## config.mk

```make
export PLATFORM = sky130hd
export DESIGN_NAME = int8_kronecker_product_core
export DESIGN_NICKNAME = d
export VERILOG_FILES = /design/src/design/int8kp_pkg.sv /design/src/design/int8kp_front.sv /design/src/design/int8kp_fifo.sv /design/src/design/int8kp_back.sv /design/src/design/int8_kronecker_product_core.sv
export VERILOG_INCLUDE_DIRS = /design/src /design/src/design
export SDC_FILE = /design/constraint.sdc
export NUM_CORES = 1
export LEC_CHECK = 0
export ABC_AREA = 1
export BUFFER_PORTS_ARGS = -buffer_cell sky130_fd_sc_hd__buf_2
export CORE_MARGIN = 2
export CORE_UTILIZATION = 38
export CTS_CLUSTER_SIZE = 16
export DETAILED_ROUTE_END_ITERATION = 16
export MAX_ROUTING_LAYER = met4
export PLACE_DENSITY_LB_ADDON = 0.12
export REMOVE_ABC_BUFFERS = 1
export SLEW_MARGIN = 0
export SYNTH_ARGS = -nofsm -noshare
export SYNTH_HDL_FRONTEND = slang
export SYNTH_SLANG_ARGS = --single-unit
```

## constraint.sdc

```tcl
create_clock -name clk_i -period 6.46 [get_ports clk_i]
set_input_delay 1.292 -clock clk_i [delete_from_list [all_inputs] [get_ports clk_i]]
set_output_delay 1.292 -clock clk_i [all_outputs]
set_load 0.02 [all_outputs]
```

## src/design/int8_kronecker_product_core_assert.svh

```systemverilog
// assertion macros for the kronecker product core
// expects clk_i and rst_ni in the scope of use
`ifndef INT8_KRONECKER_PRODUCT_CORE_ASSERT_SVH
`define INT8_KRONECKER_PRODUCT_CORE_ASSERT_SVH

// same-cycle implication
`define KP_ASSERT_IMPL(label, ante, cons) \
  label: assert property (@(posedge clk_i) disable iff (!rst_ni) (ante) |-> (cons)) \
    else $error("kronecker core assertion failed");

// next-cycle implication
`define KP_ASSERT_NEXT(label, ante, cons) \
  label: assert property (@(posedge clk_i) disable iff (!rst_ni) (ante) |=> (cons)) \
    else $error("kronecker core assertion failed");

`endif

```

## src/design/int8kp_pkg.sv

```systemverilog
// shared types and constants for the kronecker product core
// no dependencies
package int8kp_pkg;

  localparam int LEFT_CAPACITY_DEF  = 8;
  localparam int RIGHT_CAPACITY_DEF = 8;
  localparam int MAX_PRODUCTS       = 64;
  localparam int QUEUE_DEPTH        = 4;

  localparam int DIM_W     = 4;
  localparam int IDX_W     = 3;
  localparam int VAL_W     = 8;
  localparam int REQ_W     = 2;
  localparam int CFG_IDX_W = 2;
  localparam int SIZE_W    = 2 * DIM_W;
  localparam int TOTAL_W   = 2 * SIZE_W;

  localparam logic [REQ_W-1:0] REQ_WR_A = 2'd0;
  localparam logic [REQ_W-1:0] REQ_WR_B = 2'd1;
  localparam logic [REQ_W-1:0] REQ_RUN  = 2'd2;
  localparam logic [REQ_W-1:0] REQ_NONE = 2'd3;

  localparam logic [CFG_IDX_W-1:0] CFG_ROWS_A = 2'd0;
  localparam logic [CFG_IDX_W-1:0] CFG_COLS_A = 2'd1;
  localparam logic [CFG_IDX_W-1:0] CFG_ROWS_B = 2'd2;
  localparam logic [CFG_IDX_W-1:0] CFG_COLS_B = 2'd3;

  typedef enum logic [1:0] {
    CMD_WR_A,
    CMD_WR_B,
    CMD_RUN,
    CMD_ERR
  } cmd_e;

  typedef struct packed {
    logic [DIM_W-1:0] rows_a;
    logic [DIM_W-1:0] cols_a;
    logic [DIM_W-1:0] rows_b;
    logic [DIM_W-1:0] cols_b;
  } cfg_t;

  typedef struct packed {
    cmd_e             cmd;
    logic [IDX_W-1:0] idx;
    logic [VAL_W-1:0] val;
  } qent_t;

endpackage

```

## src/design/int8kp_front.sv

```systemverilog
// front end: accepts requests, checks sizes and indexes, emits commands
// depends on int8kp_pkg
module int8kp_front import int8kp_pkg::*; #(
  parameter int LeftCapacity  = LEFT_CAPACITY_DEF,
  parameter int RightCapacity = RIGHT_CAPACITY_DEF
) (
  input  logic                          clk_i,
  input  logic                          rst_ni,
  input  logic                          start_i,
  input  logic [REQ_W-1:0]              req_type_i,
  input  logic [IDX_W-1:0]              elem_index_i,
  input  logic [VAL_W-1:0]              elem_value_i,
  input  cfg_t                          cfg_i,
  input  logic [$clog2(QUEUE_DEPTH):0]  q_count_i,
  output logic                          busy_o,
  output logic                          push_o,
  output qent_t                         push_data_o
);

  localparam int CNT_W = $clog2(QUEUE_DEPTH) + 1;
  localparam int CMP_W = 7;
  localparam logic [SIZE_W-1:0]  LCAP_S  = SIZE_W'(LeftCapacity);
  localparam logic [SIZE_W-1:0]  RCAP_S  = SIZE_W'(RightCapacity);
  localparam logic [CMP_W-1:0]   LCAP_I  = CMP_W'(LeftCapacity);
  localparam logic [CMP_W-1:0]   RCAP_I  = CMP_W'(RightCapacity);
  localparam logic [TOTAL_W-1:0] MAXP_T  = TOTAL_W'(MAX_PRODUCTS);
  localparam logic [CNT_W-1:0]   DEPTH_C = CNT_W'(QUEUE_DEPTH);

  logic              accept;
  logic [CNT_W-1:0]  inflight;

  logic              s1_v_q, s1_v_d;
  logic [REQ_W-1:0]  s1_req_q;
  logic [IDX_W-1:0]  s1_idx_q;
  logic [VAL_W-1:0]  s1_val_q;

  logic              s2_v_q, s2_v_d;
  logic [REQ_W-1:0]  s2_req_q;
  logic [IDX_W-1:0]  s2_idx_q;
  logic [VAL_W-1:0]  s2_val_q;
  logic [SIZE_W-1:0] sa_q, sb_q;

  logic [TOTAL_W-1:0] total;
  logic [CMP_W-1:0]   idx_ext;

  assign inflight = CNT_W'(s1_v_q) + CNT_W'(s2_v_q) + q_count_i;
  assign busy_o   = (inflight >= DEPTH_C);
  assign accept   = start_i && !busy_o;

  assign s1_v_d = accept;
  assign s2_v_d = s1_v_q;

  always_ff @(posedge clk_i or negedge rst_ni) begin
    if (!rst_ni) begin
      s1_v_q <= 1'b0;
      s2_v_q <= 1'b0;
    end else begin
      s1_v_q <= s1_v_d;
      s2_v_q <= s2_v_d;
    end
  end

  always_ff @(posedge clk_i) begin
    if (accept) begin
      s1_req_q <= req_type_i;
      s1_idx_q <= elem_index_i;
      s1_val_q <= elem_value_i;
    end
    if (s1_v_q) begin
      s2_req_q <= s1_req_q;
      s2_idx_q <= s1_idx_q;
      s2_val_q <= s1_val_q;
      sa_q     <= SIZE_W'(cfg_i.rows_a) * SIZE_W'(cfg_i.cols_a);
      sb_q     <= SIZE_W'(cfg_i.rows_b) * SIZE_W'(cfg_i.cols_b);
    end
  end

  assign total   = TOTAL_W'(sa_q) * TOTAL_W'(sb_q);
  assign idx_ext = CMP_W'(s2_idx_q);

  always_comb begin
    push_o          = 1'b0;
    push_data_o.cmd = CMD_RUN;
    push_data_o.idx = s2_idx_q;
    push_data_o.val = s2_val_q;
    if (s2_v_q) begin
      unique case (s2_req_q)
        REQ_WR_A: begin
          push_o          = (idx_ext < LCAP_I);
          push_data_o.cmd = CMD_WR_A;
        end
        REQ_WR_B: begin
          push_o          = (idx_ext < RCAP_I);
          push_data_o.cmd = CMD_WR_B;
        end
        REQ_RUN: begin
          priority if (sa_q > LCAP_S || sb_q > RCAP_S || total > MAXP_T) begin
            push_o          = 1'b1;
            push_data_o.cmd = CMD_ERR;
          end else if (sa_q == '0 || sb_q == '0) begin
            push_o = 1'b0;
          end else begin
            push_o          = 1'b1;
            push_data_o.cmd = CMD_RUN;
          end
        end
        REQ_NONE: begin
          push_o = 1'b0;
        end
      endcase
    end
  end

endmodule

```

## src/design/int8kp_fifo.sv

```systemverilog
// command queue between front end and back end
// depends on int8kp_pkg
module int8kp_fifo import int8kp_pkg::*; (
  input  logic                          clk_i,
  input  logic                          rst_ni,
  input  logic                          push_i,
  input  qent_t                         push_data_i,
  input  logic                          pop_i,
  output logic                          valid_o,
  output qent_t                         head_o,
  output logic [$clog2(QUEUE_DEPTH):0]  count_o
);

  localparam int PTR_W = $clog2(QUEUE_DEPTH);
  localparam int CNT_W = PTR_W + 1;
  localparam logic [PTR_W-1:0] LAST_PTR = PTR_W'(QUEUE_DEPTH - 1);

  qent_t            mem_q [QUEUE_DEPTH];
  logic [PTR_W-1:0] wr_ptr_q, wr_ptr_d;
  logic [PTR_W-1:0] rd_ptr_q, rd_ptr_d;
  logic [CNT_W-1:0] count_q, count_d;
  logic             do_pop;

  assign valid_o = (count_q != '0);
  assign do_pop  = pop_i && valid_o;
  assign head_o  = mem_q[rd_ptr_q];
  assign count_o = count_q;

  always_comb begin
    wr_ptr_d = wr_ptr_q;
    rd_ptr_d = rd_ptr_q;
    count_d  = count_q;
    if (push_i) begin
      wr_ptr_d = (wr_ptr_q == LAST_PTR) ? '0 : wr_ptr_q + 1'b1;
    end
    if (do_pop) begin
      rd_ptr_d = (rd_ptr_q == LAST_PTR) ? '0 : rd_ptr_q + 1'b1;
    end
    if (push_i && !do_pop) begin
      count_d = count_q + 1'b1;
    end else if (!push_i && do_pop) begin
      count_d = count_q - 1'b1;
    end
  end

  always_ff @(posedge clk_i or negedge rst_ni) begin
    if (!rst_ni) begin
      wr_ptr_q <= '0;
      rd_ptr_q <= '0;
      count_q  <= '0;
    end else begin
      wr_ptr_q <= wr_ptr_d;
      rd_ptr_q <= rd_ptr_d;
      count_q  <= count_d;
    end
  end

  always_ff @(posedge clk_i) begin
    if (push_i) begin
      mem_q[wr_ptr_q] <= push_data_i;
    end
  end

endmodule

```

## src/design/int8kp_back.sv

```systemverilog
// back end: element stores, product sequencer, multiplier and result register
// depends on int8kp_pkg and int8_kronecker_product_core_assert.svh
`include "int8_kronecker_product_core_assert.svh"
module int8kp_back import int8kp_pkg::*; #(
  parameter int LeftCapacity  = LEFT_CAPACITY_DEF,
  parameter int RightCapacity = RIGHT_CAPACITY_DEF
) (
  input  logic                     clk_i,
  input  logic                     rst_ni,
  input  cfg_t                     cfg_i,
  input  logic                     q_valid_i,
  input  qent_t                    q_head_i,
  output logic                     pop_o,
  output logic                     result_valid_o,
  output logic signed [VAL_W-1:0]  product_o,
  output logic                     last_product_o,
  output logic                     size_error_o
);

  localparam int AW_A = (LeftCapacity > 1) ? $clog2(LeftCapacity) : 1;
  localparam int AW_B = (RightCapacity > 1) ? $clog2(RightCapacity) : 1;
  localparam logic ST_IDLE = 1'b0;
  localparam logic ST_RUN  = 1'b1;

  logic [VAL_W-1:0] left_mem  [LeftCapacity];
  logic [VAL_W-1:0] right_mem [RightCapacity];

  logic state_q, state_d;
  logic [DIM_W-1:0] ca_q, ca_d, cb_q, cb_d, ra_q, ra_d, rb_q, rb_d;
  logic [AW_A-1:0]  a_base_q, a_base_d, a_addr, a_waddr;
  logic [AW_B-1:0]  b_base_q, b_base_d, b_addr, b_waddr;
  logic [IDX_W+AW_A-1:0] a_wext;
  logic [IDX_W+AW_B-1:0] b_wext;

  logic issue, last_issue, err_inject, wr_a, wr_b;
  logic ca_last, cb_last, ra_last, rb_last;

  logic             s_v_q, s_last_q, s_err_q;
  logic [VAL_W-1:0] a_rd_q, b_rd_q;
  logic signed [2*VAL_W-1:0] mult;

  logic                    out_v_q, out_last_q, out_err_q;
  logic signed [VAL_W-1:0] out_prod_q;

  assign ca_last = (ca_q == cfg_i.cols_a - 1'b1);
  assign cb_last = (cb_q == cfg_i.cols_b - 1'b1);
  assign ra_last = (ra_q == cfg_i.rows_a - 1'b1);
  assign rb_last = (rb_q == cfg_i.rows_b - 1'b1);

  assign issue      = (state_q == ST_RUN);
  assign last_issue = ca_last && cb_last && ra_last && rb_last;
  assign pop_o      = (state_q == ST_IDLE) && q_valid_i;
  assign err_inject = pop_o && (q_head_i.cmd == CMD_ERR);
  assign wr_a       = pop_o && (q_head_i.cmd == CMD_WR_A);
  assign wr_b       = pop_o && (q_head_i.cmd == CMD_WR_B);

  assign a_addr  = a_base_q + AW_A'(ra_q);
  assign b_addr  = b_base_q + AW_B'(rb_q);
  assign a_wext  = {AW_A'(0), q_head_i.idx};
  assign b_wext  = {AW_B'(0), q_head_i.idx};
  assign a_waddr = a_wext[AW_A-1:0];
  assign b_waddr = b_wext[AW_B-1:0];

  always_comb begin
    state_d  = state_q;
    ca_d     = ca_q;
    cb_d     = cb_q;
    ra_d     = ra_q;
    rb_d     = rb_q;
    a_base_d = a_base_q;
    b_base_d = b_base_q;
    unique case (state_q)
      ST_IDLE: begin
        if (pop_o) begin
          unique case (q_head_i.cmd)
            CMD_RUN: begin
              state_d  = ST_RUN;
              ca_d     = '0;
              cb_d     = '0;
              ra_d     = '0;
              rb_d     = '0;
              a_base_d = '0;
              b_base_d = '0;
            end
            CMD_WR_A, CMD_WR_B, CMD_ERR: begin
              state_d = ST_IDLE;
            end
          endcase
        end
      end
      ST_RUN: begin
        if (!rb_last) begin
          rb_d = rb_q + 1'b1;
        end else begin
          rb_d = '0;
          if (!ra_last) begin
            ra_d = ra_q + 1'b1;
          end else begin
            ra_d = '0;
            if (!cb_last) begin
              cb_d     = cb_q + 1'b1;
              b_base_d = AW_B'({{DIM_W{1'b0}}, b_base_q} + (AW_B + DIM_W)'(cfg_i.rows_b));
            end else begin
              cb_d     = '0;
              b_base_d = '0;
              if (!ca_last) begin
                ca_d     = ca_q + 1'b1;
                a_base_d = AW_A'({{DIM_W{1'b0}}, a_base_q} + (AW_A + DIM_W)'(cfg_i.rows_a));
              end else begin
                state_d = ST_IDLE;
              end
            end
          end
        end
      end
    endcase
  end

  always_ff @(posedge clk_i or negedge rst_ni) begin
    if (!rst_ni) begin
      state_q    <= ST_IDLE;
      s_v_q      <= 1'b0;
      out_v_q    <= 1'b0;
    end else begin
      state_q    <= state_d;
      s_v_q      <= issue || err_inject;
      out_v_q    <= s_v_q;
    end
  end

  always_ff @(posedge clk_i) begin
    ca_q     <= ca_d;
    cb_q     <= cb_d;
    ra_q     <= ra_d;
    rb_q     <= rb_d;
    a_base_q <= a_base_d;
    b_base_q <= b_base_d;
  end

  always_ff @(posedge clk_i) begin
    if (wr_a) begin
      left_mem[a_waddr] <= q_head_i.val;
    end
    if (wr_b) begin
      right_mem[b_waddr] <= q_head_i.val;
    end
    if (issue) begin
      a_rd_q <= left_mem[a_addr];
      b_rd_q <= right_mem[b_addr];
    end
  end

  always_ff @(posedge clk_i) begin
    s_last_q <= issue ? last_issue : 1'b1;
    s_err_q  <= err_inject;
  end

  assign mult = $signed({{VAL_W{a_rd_q[VAL_W-1]}}, a_rd_q}) *
                $signed({{VAL_W{b_rd_q[VAL_W-1]}}, b_rd_q});

  always_ff @(posedge clk_i) begin
    out_prod_q <= s_err_q ? '0 : mult[VAL_W-1:0];
    out_last_q <= s_last_q;
    out_err_q  <= s_err_q;
  end

  assign result_valid_o = out_v_q;
  assign product_o      = out_prod_q;
  assign last_product_o = out_last_q;
  assign size_error_o   = out_err_q;

  `KP_ASSERT_IMPL(a_err_is_single, result_valid_o && size_error_o, last_product_o && product_o == '0)
  `KP_ASSERT_IMPL(a_no_pop_in_run, state_q == ST_RUN, !pop_o)
  `KP_ASSERT_NEXT(a_run_ends, issue && last_issue, state_q == ST_IDLE && s_v_q && s_last_q)

endmodule

```

## src/design/int8_kronecker_product_core.sv

```systemverilog
// int8 kronecker product core: up to one load per cycle while busy_o is low
// a run emits rows_a*cols_a*rows_b*cols_b products, one per cycle from the sequencer;
// runs pass front end, queue, sequencer, read and result registers; errors skip the sequencer
// the 4-entry command queue sets how far loads and runs can be accepted ahead of the sequencer
// reset clears config to 1x1 matrices and empties the queue; element stores are undefined
// results are strobed for one cycle on result_valid_o; the receiver cannot stall
module int8_kronecker_product_core import int8kp_pkg::*; #(
  parameter int LeftCapacity  = LEFT_CAPACITY_DEF,
  parameter int RightCapacity = RIGHT_CAPACITY_DEF
) (
  input  logic                     clk_i,
  input  logic                     rst_ni,
  input  logic                     start_i,
  output logic                     busy_o,
  input  logic [REQ_W-1:0]         req_type_i,
  input  logic [IDX_W-1:0]         elem_index_i,
  input  logic signed [VAL_W-1:0]  elem_value_i,
  input  logic                     cfg_valid_i,
  output logic                     cfg_ready_o,
  input  logic [CFG_IDX_W-1:0]     cfg_index_i,
  input  logic [DIM_W-1:0]         cfg_data_i,
  output logic                     result_valid_o,
  output logic signed [VAL_W-1:0]  product_o,
  output logic                     last_product_o,
  output logic                     size_error_o
);

  cfg_t  cfg_q, cfg_d;
  logic  push, pop, q_valid;
  qent_t push_data, q_head;
  logic [$clog2(QUEUE_DEPTH):0] q_count;

  assign cfg_ready_o = 1'b1;

  always_comb begin
    cfg_d = cfg_q;
    if (cfg_valid_i && cfg_ready_o) begin
      unique case (cfg_index_i)
        CFG_ROWS_A: cfg_d.rows_a = cfg_data_i;
        CFG_COLS_A: cfg_d.cols_a = cfg_data_i;
        CFG_ROWS_B: cfg_d.rows_b = cfg_data_i;
        CFG_COLS_B: cfg_d.cols_b = cfg_data_i;
      endcase
    end
  end

  always_ff @(posedge clk_i or negedge rst_ni) begin
    if (!rst_ni) begin
      cfg_q.rows_a <= DIM_W'(1);
      cfg_q.cols_a <= DIM_W'(1);
      cfg_q.rows_b <= DIM_W'(1);
      cfg_q.cols_b <= DIM_W'(1);
    end else begin
      cfg_q <= cfg_d;
    end
  end

  int8kp_front #(
    .LeftCapacity  (LeftCapacity),
    .RightCapacity (RightCapacity)
  ) u_front (
    .clk_i        (clk_i),
    .rst_ni       (rst_ni),
    .start_i      (start_i),
    .req_type_i   (req_type_i),
    .elem_index_i (elem_index_i),
    .elem_value_i (elem_value_i),
    .cfg_i        (cfg_q),
    .q_count_i    (q_count),
    .busy_o       (busy_o),
    .push_o       (push),
    .push_data_o  (push_data)
  );

  int8kp_fifo u_fifo (
    .clk_i       (clk_i),
    .rst_ni      (rst_ni),
    .push_i      (push),
    .push_data_i (push_data),
    .pop_i       (pop),
    .valid_o     (q_valid),
    .head_o      (q_head),
    .count_o     (q_count)
  );

  int8kp_back #(
    .LeftCapacity  (LeftCapacity),
    .RightCapacity (RightCapacity)
  ) u_back (
    .clk_i          (clk_i),
    .rst_ni         (rst_ni),
    .cfg_i          (cfg_q),
    .q_valid_i      (q_valid),
    .q_head_i       (q_head),
    .pop_o          (pop),
    .result_valid_o (result_valid_o),
    .product_o      (product_o),
    .last_product_o (last_product_o),
    .size_error_o   (size_error_o)
  );

endmodule

```

Word level (Yosys, flattened, before mapping)
Memories as Yosys holds them, arrays and structs flattened. A register that Yosys moved wholly into a read port is not among the register bits.
Cells that the tools add are included.
- add/subtract/negate cells: 18
- $mul: 4
- magnitude comparators: 5
- equality and inequality tests: 21
- multiplexer cells: 51
- bitwise operators: 1
- reduce and logical (&&, ||, !) cells: 35
- operators with widths (operator ; count):
    4-bit 2-to-1 mux ; 12
    3-bit 2-to-1 mux ; 11
    4-bit case mux with 2 select lines ; 4
    4-bit by 1-bit adder with 4-bit output (second input constant) ; 4
    2-bit == test (second input constant) ; 8
    4-bit == test ; 4
    16-bit by 7-bit greater-than comparator with 1-bit output (second input constant) ; 1
    8-bit by 4-bit greater-than comparator with 1-bit output (second input constant) ; 2
    8-bit zero test ; 2
    4-bit by 4-bit multiplier with 8-bit output ; 2
    8-bit by 8-bit multiplier with 16-bit output ; 1
    4-bit by 1-bit subtractor with 4-bit output (second input constant) ; 4
    3-bit adder ; 5
    1-bit 2-to-1 mux ; 15
    3-bit case mux with 2 select lines ; 2
    1-bit logical AND ; 11
    2-bit inequality test (second input constant) ; 5
    2-bit AND reduction ; 5
    8-bit by 8-bit multiplier with 8-bit output ; 1
    2-bit by 1-bit == test with 1-bit output (second input constant) ; 3
    2-bit zero test ; 3
    2-bit 2-to-1 mux ; 3
    2-bit case mux with 3 select lines ; 1
    6-bit AND reduction ; 1
    18 further kinds ; 25
- register bits: 104
- bits in writable memories: 180
- input bits: 23
- output and inout bits: 13
- logic and storage cells: 169
- memories: 3
- memory list (memory ; words ; width ; read ports ; clocked after memory_dff ; write ports ; RTL line ; RTL):
    u_back.left_mem ; 8 ; 8 ; 1 ; 1 ; 1 ; int8kp_back.sv:25 ; logic [VAL_W-1:0] left_mem [LeftCapacity];
    u_back.right_mem ; 8 ; 8 ; 1 ; 1 ; 1 ; int8kp_back.sv:26 ; logic [VAL_W-1:0] right_mem [RightCapacity];
    u_fifo.mem_q ; 4 ; 13 ; 1 ; 0 ; 1 ; int8kp_fifo.sv:18 ; qent_t mem_q [QUEUE_DEPTH];

Longest topological paths before layout
- depth after elaboration: 10
- depth in mapped cells: 32

By module
Synthesis repeated with hierarchy kept, for this count alone.
- cell total of the unflattened synthesis: 1680
- area total of the unflattened synthesis: 16938.7 um2
- by module, submodules not included (module ; instances ; cells an instance ; area an instance (um2)):
    int8kp_back ; 1 ; 792 ; 8749.6
    int8kp_front ; 1 ; 606 ; 4879.7
    int8kp_fifo ; 1 ; 205 ; 2583.7
    int8_kronecker_product_core ; 1 ; 77 ; 725.7

Worst setup path after synthesis
Ideal clock, no wire load.
- path type: register to register
- from: reg u_front.sa_q[3]
- to: reg u_fifo.count_q[1], in the netlist u_fifo.count_o[1]
- arrival time: 5067 ps
- data required time: 6335 ps
- slack: 1268 ps
- cell stages (with the launch flop): 29
- cells stage by stage: edfxtp_1 clkbuf_1 nand2_1 fa_1 fa_1 inv_1 fa_1 inv_1 fa_1 inv_1 ha_1 nand2_1 inv_1 nand2_1 nand2_1 nand2_1 nand3_1 nand2_1 nand2_1 inv_1 nand2_1 nor2_2 nand4_4 nand2_4 inv_1 ha_1 inv_1 fa_1 mux2_2
- elaborated cells on any way between the ends: 16
- those cells by class: 1 x mul; 2 x order compare; 5 x mux; 8 x reduce/logical
- RTL lines (what ; RTL line ; RTL):
    start: declaration ; int8kp_front.sv:41 ; logic [SIZE_W-1:0] sa_q, sb_q;
    start signal: assignment ; int8kp_front.sv:73 ; sa_q <= SIZE_W'(cfg_i.rows_a) * SIZE_W'(cfg_i.cols_a);
    8-bit by 8-bit multiplier with 16-bit output (tied with other cells) ; int8kp_front.sv:78 ; assign total = TOTAL_W'(sa_q) * TOTAL_W'(sb_q);
    16-bit by 7-bit greater-than comparator with 1-bit output (tied with other cells) ; int8kp_front.sv:97 ; priority if (sa_q > LCAP_S || sb_q > RCAP_S || total > MAXP_T) begin
    1-bit logical OR or 1-bit 2-to-1 mux (tied branches) ; int8kp_front.sv:97, int8kp_front.sv:100 ;
    1-bit 2-to-1 mux * ; int8kp_front.sv:97 ;
    1-bit case mux with 3 select lines * ; int8kp_front.sv:87 ; unique case (s2_req_q)
    1-bit 2-to-1 mux * ; int8kp_front.sv:86 ; if (s2_v_q) begin
    via push ; int8_kronecker_product_core.sv:29 ; logic push, pop, q_valid;
    1-bit logical AND * ; int8kp_fifo.sv:39 ; if (push_i && !do_pop) begin
    3-bit 2-to-1 mux * ; int8kp_fifo.sv:39 ;
    via u_fifo.count_d[1] ; int8kp_fifo.sv:21 ; logic [CNT_W-1:0] count_q, count_d;
    end signal: assignment ; int8kp_fifo.sv:54 ; count_q <= count_d;
    end: declaration ; int8kp_fifo.sv:21 ;
Mark *: on every way through the listed nets, which the timed path passes. The rest lies on a longest branch.
A chain may end at the register's enable or synchronous reset.

Final worst setup path
- from: reg u_front.sa_q[0]
- to: reg u_fifo.count_q[1], in the netlist u_fifo.count_o[1]
The elaborated chain is that of the path after synthesis.

==> impl_metrics.prom <==
# TYPE chip_impl_metric gauge
chip_impl_info{name="status",value="finished, final reports clean"} 1
chip_impl_metric{name="antenna_left",unit=""} 0
chip_impl_metric{name="htree_levels",unit=""} 2
chip_impl_info{name="ys_top_cells_by_area",value="sky130_fd_sc_hd__edfxtp_1 48%, sky130_fd_sc_hd__ha_1 7.6%, sky130_fd_sc_hd__fa_1 7.5%, sky130_fd_sc_hd__inv_1 6.8%, sky130_fd_sc_hd__nand2_1 5.9%"} 1
chip_impl_metric{name="cts.repair.resized",unit=""} 0
chip_impl_info{name="cts_root_buf",value="sky130_fd_sc_hd__clkbuf_16"} 1
chip_impl_metric{name="clk_pin_slew",unit="ns"} 0.05
chip_impl_metric{name="finalSetupViolCount",unit=""} 0
chip_impl_metric{name="synthAdderAreaFrac",unit="%"} 15.1
chip_impl_info{name="critical_path_source_type",value="register"} 1
chip_impl_info{name="post_synth_most_frequent_cells",value="296 x sky130_fd_sc_hd__inv_1, 260 x sky130_fd_sc_hd__edfxtp_1, 257 x sky130_fd_sc_hd__nand2_1, 115 x sky130_fd_sc_hd__nor2_1, 99 x sky130_fd_sc_hd__ha_1"} 1
chip_impl_metric{name="critPathMaxStageDelay",unit="ns"} 0.56
chip_impl_metric{name="detail_route.wl_per_cell",unit="um"} 15.2
chip_impl_metric{name="num_rows",unit=""} 75
chip_impl_metric{name="longest_clk_path_bufs",unit=""} 3
chip_impl_metric{name="tightest_slew",unit="ns"} 1.01
chip_impl_metric{name="floorplan_die_height",unit="um"} 211
chip_impl_metric{name="firstDrtPassIters",unit=""} 4
chip_impl_metric{name="grt_util_all_layers",unit="%"} 16.1
chip_impl_metric{name="synthDominantCellAreaShare",unit="%"} 47.9
chip_impl_metric{name="synth.yosys.warnings",unit=""} 0
chip_impl_metric{name="dieWidth",unit="um"} 211
chip_impl_metric{name="grt_antenna_before_repair",unit=""} 0
chip_impl_metric{name="yosysSeqAreaShare",unit="%"} 53.7
chip_impl_metric{name="maxSlewHeadroom",unit="%"} 31.8
chip_impl_metric{name="number_of_primary_i_o_pins",unit=""} 36
chip_impl_metric{name="min_period_over_period",unit="%"} 86.5
chip_impl_metric{name="holdWs",unit="ns"} 0.333
chip_impl_metric{name="final_util",unit="%"} 43.2
chip_impl_metric{name="maximum_clock_frequency",unit="GHz"} 0.179
chip_impl_metric{name="synth.cell_area",unit="um2"} 16300
chip_impl_info{name="synthMostInstantiatedCell",value="sky130_fd_sc_hd__inv_1"} 1
chip_impl_metric{name="synth_edf_count",unit=""} 260
chip_impl_metric{name="final.setup_skew",unit="ns"} 0.0128
chip_impl_info{name="yosys_most_used_dff",value="sky130_fd_sc_hd__edfxtp_1"} 1
chip_impl_metric{name="post_synth_mux_area_share",unit="%"} 1.05
chip_impl_metric{name="place_area",unit="um2"} 17100
chip_impl_metric{name="synth_seq_cells",unit=""} 300
chip_impl_metric{name="synthSimpleGateAreaFrac",unit="%"} 11.1
chip_impl_info{name="timing.hold.worst.start",value="u_back.s_last_q$_SDFF_PN1_"} 1
chip_impl_info{name="worst_setup_path_end_kind",value="register"} 1
chip_impl_info{name="crit_slowest_cell",value="sky130_fd_sc_hd__fa_1"} 1
chip_impl_info{name="crit_chain",value="nand2_1 -> fa_1 -> fa_1 -> inv_1 -> fa_1 -> inv_1 -> fa_1 -> inv_1 -> ha_1 -> nand2_1 -> nor2_1 -> nand2_1 -> nand4_1 -> nand2_1 -> nor2_1 -> nand3_2 -> nor2_4 -> nand4_4 -> nand2_4 -> inv_1 -> ha_1 -> inv_1 -> fa_1 -> mux2_2"} 1
chip_impl_metric{name="hold_viol_final",unit=""} 0
chip_impl_metric{name="place.gp.congestion",unit=""} 0.832
chip_impl_metric{name="post-cts-setup-buffers",unit=""} 0
chip_impl_info{name="critical_path.reg2reg.startpoint",value="u_front.sa_q[0]$_DFFE_PP_"} 1
chip_impl_metric{name="netlist_instances",unit=""} 1543
chip_impl_metric{name="grt_overflow",unit=""} 0
chip_impl_metric{name="initial_standard_cell_utilization_of_the_core",unit="%"} 38.7
chip_impl_metric{name="global_route_wire_length_before_repair",unit="um"} 54700
chip_impl_metric{name="compound_gate_portion_of_the_synthesized_area",unit="%"} 6.85
chip_impl_info{name="cts_tree",value="done"} 1
chip_impl_metric{name="xor_and_xnor_fraction_of_the_mapped_netlist_area",unit="%"} 3.74
chip_impl_metric{name="n_antenna_cell",unit=""} 0
chip_impl_metric{name="drc",unit=""} 0
chip_impl_metric{name="core_area",unit="um2"} 42100
chip_impl_metric{name="numPortBuffers",unit=""} 34
chip_impl_metric{name="place_hpwl",unit="um"} 22700
chip_impl_info{name="startpoint_of_the_most_critical_setup_path",value="u_front.sa_q[0]$_DFFE_PP_"} 1
chip_impl_metric{name="crit_fanout",unit=""} 9
chip_impl_metric{name="post-route-min-period",unit="ns"} 5.59
chip_impl_metric{name="tns",unit="ns"} 0
chip_impl_metric{name="async_flop_share",unit="%"} 9.33
chip_impl_metric{name="maxSlewViolCount",unit=""} 0
chip_impl_metric{name="drv.max_cap_violation_count",unit=""} 0
chip_impl_metric{name="postRouteWirelength",unit="um"} 32500
chip_impl_metric{name="clkLatencyLatePin",unit="ns"} 0.54
chip_impl_metric{name="cts.hold.buffers_added",unit=""} 0
chip_impl_info{name="setup.worst_path.class",value="reg -> reg"} 1
chip_impl_metric{name="worst_ep_arrival_time",unit="ns"} 6.02
chip_impl_metric{name="nFillCells",unit=""} 3973
chip_impl_info{name="dominant_combinational_cell_family_by_area_after_synthesis",value="adder cells"} 1
chip_impl_metric{name="fp.dieArea",unit="um2"} 44600
chip_impl_info{name="synth.largest_area_cell",value="sky130_fd_sc_hd__edfxtp_1"} 1
chip_impl_metric{name="worst_ep_required_time",unit="ns"} 6.89
chip_impl_metric{name="area_delta_synth_final",unit="%"} 11.6
chip_impl_metric{name="drive_above_1_share",unit="%"} 8.22
chip_impl_metric{name="grt_pass1_vias",unit=""} 10200
chip_impl_metric{name="final_design_area_no_fill",unit="um2"} 18200
chip_impl_info{name="worst_hold_path_type",value="reg -> reg"} 1
chip_impl_info{name="rsz0062_at_grt",value="false"} 1
chip_impl_metric{name="design.final.nets",unit=""} 1762
chip_impl_info{name="cp_top_family",value="adder cells"} 1
chip_impl_metric{name="cts.sink_count",unit=""} 300
chip_impl_metric{name="drt_first_iter_violations",unit=""} 514
chip_impl_metric{name="vias",unit=""} 9966
chip_impl_metric{name="grt_max_degree",unit=""} 57
chip_impl_metric{name="path_buf_inv",unit=""} 5
chip_impl_metric{name="routed_via_density",unit=""} 4.65
chip_impl_metric{name="post_synth.cell_area_avg",unit="um2"} 10.6
chip_impl_metric{name="cts_buffers",unit=""} 36
chip_impl_metric{name="synthDistinctLibCells",unit=""} 49
[layout make-up]
| type | instances | area [um2] | share of cell area (%) |
|---|---|---|---|
| Clock buffer | 49 | 970 | 5.32 |
| Clock inverter | 16 | 194 | 1.06 |
| Inverter | 300 | 1130 | 6.18 |
| Multi-Input combinational cell | 887 | 6180 | 33.9 |
| Sequential cell | 300 | 8750 | 48.1 |
| Tap cell | 539 | 674 | 3.70 |
| Timing Repair Buffer | 54 | 320 | 1.76 |
[per-stage QoR]
| step | worst slack, ns | cells |
|---|---|---|
| global placement | 0.964 | 2080 |
| finish | 0.870 | 2145 |
| detailed placement | 0.926 | 2080 |
| floorplan | 1.30 | 1487 |
| CTS | 0.880 | 2145 |
| global route | 0.503 | 2145 |
[sequential cells by signal, summed over array words and instances, names as in the netlist, 3 cells and up]
name and flops:
u_back.ra_q 4, u_back.right_mem 64, u_front.sb_q 8, u_front.s1_val_q 8, u_front.s2_val_q 8, u_back.cb_q 4, cfg_q 16, u_back.b_rd_q 8
u_fifo.mem_q 52, u_front.s1_idx_q 3, u_back.b_base_q 3, u_back.product_o 8, u_front.sa_q 8, u_front.s2_idx_q 3, u_back.ca_q 4, u_fifo.count_o 3
u_back.a_base_q 3, u_back.left_mem 64, u_back.rb_q 4, u_back.a_rd_q 8
[cell families after synthesis]
| group | Yosys count |
|---|---|
| compound gates | 200 |
| xor+xnor | 68 |
| fa+ha+maj | 160 |
| buf+inv | 356 |
| flops | 300 |
| mux | 17 |
| other cells | 1 |
| simple gates | 441 |
[cells in the final DEF (no fill, tap or decap), types with 16 or more instances in the layout]
master,netlist,routed
sky130_fd_sc_hd__inv_1,296,296
sky130_fd_sc_hd__edfxtp_1,260,260
sky130_fd_sc_hd__nand2_1,257,257
sky130_fd_sc_hd__nor2_1,115,115
sky130_fd_sc_hd__ha_1,99,99
sky130_fd_sc_hd__o21ai_0,88,88
sky130_fd_sc_hd__fa_1,61,61
sky130_fd_sc_hd__a21oi_1,53,53
sky130_fd_sc_hd__clkbuf_16,0,36
sky130_fd_sc_hd__xor2_1,35,35
sky130_fd_sc_hd__buf_2,24,34
sky130_fd_sc_hd__nand3_1,33,33
sky130_fd_sc_hd__xnor2_1,31,31
sky130_fd_sc_hd__dfrtp_1,24,24
sky130_fd_sc_hd__buf_4,2,20
sky130_fd_sc_hd__a31oi_1,18,18
sky130_fd_sc_hd__o211ai_1,18,18
sky130_fd_sc_hd__mux2i_1,16,16
[worst reg2reg max path: stages, from the launching register on]
cell and delay, ns:
sky130_fd_sc_hd__edfxtp_1 0.54, sky130_fd_sc_hd__nand2_1 0.13, sky130_fd_sc_hd__fa_1 0.53, sky130_fd_sc_hd__fa_1 0.56, sky130_fd_sc_hd__inv_1 0.06, sky130_fd_sc_hd__fa_1 0.54, sky130_fd_sc_hd__inv_1 0.06, sky130_fd_sc_hd__fa_1 0.53
sky130_fd_sc_hd__inv_1 0.04, sky130_fd_sc_hd__ha_1 0.38, sky130_fd_sc_hd__nand2_1 0.13, sky130_fd_sc_hd__nor2_1 0.16, sky130_fd_sc_hd__nand2_1 0.09, sky130_fd_sc_hd__nand4_1 0.08, sky130_fd_sc_hd__nand2_1 0.06, sky130_fd_sc_hd__nor2_1 0.14
sky130_fd_sc_hd__nand3_2 0.11, sky130_fd_sc_hd__nor2_4 0.12, sky130_fd_sc_hd__nand4_4 0.11, sky130_fd_sc_hd__nand2_4 0.12, sky130_fd_sc_hd__inv_1 0.05, sky130_fd_sc_hd__ha_1 0.18, sky130_fd_sc_hd__inv_1 0.09, sky130_fd_sc_hd__fa_1 0.41
sky130_fd_sc_hd__mux2_2 0.26
[metal layers]
layer	vias up	wire length (um)	share of wire (%)	track usage, %
met5	-	0	0	-
met4	0	700	2.2	4.52
met3	50	1130	3.5	2.87
met2	108	14500	45	24.5
met1	4720	16200	50	22.1
li1	5088	-	-	-
[worst paths after layout]
kind | endpoint | slack (ns) | depth (start not counted)
worst min-delay path | u_back.last_product_o$_DFF_P_ | 0.33 | 0
worst min register to register | u_back.last_product_o$_DFF_P_ | 0.33 | 0
max in group asynchronous | cfg_q[6]$_DFFE_PN0P_ | 5.15 | 1
min in group asynchronous | u_fifo.wr_ptr_q[1]$_DFFE_PN0P_ | 0.81 | 1
worst max register to register | u_fifo.count_o[1]$_DFFE_PN0P_ | 0.87 | 24
worst max-delay path | u_fifo.count_o[1]$_DFFE_PN0P_ | 0.87 | 24
Power is not shown: default switching activity piles up to over one toggle a cycle in this logic, so the estimate is an artifact.
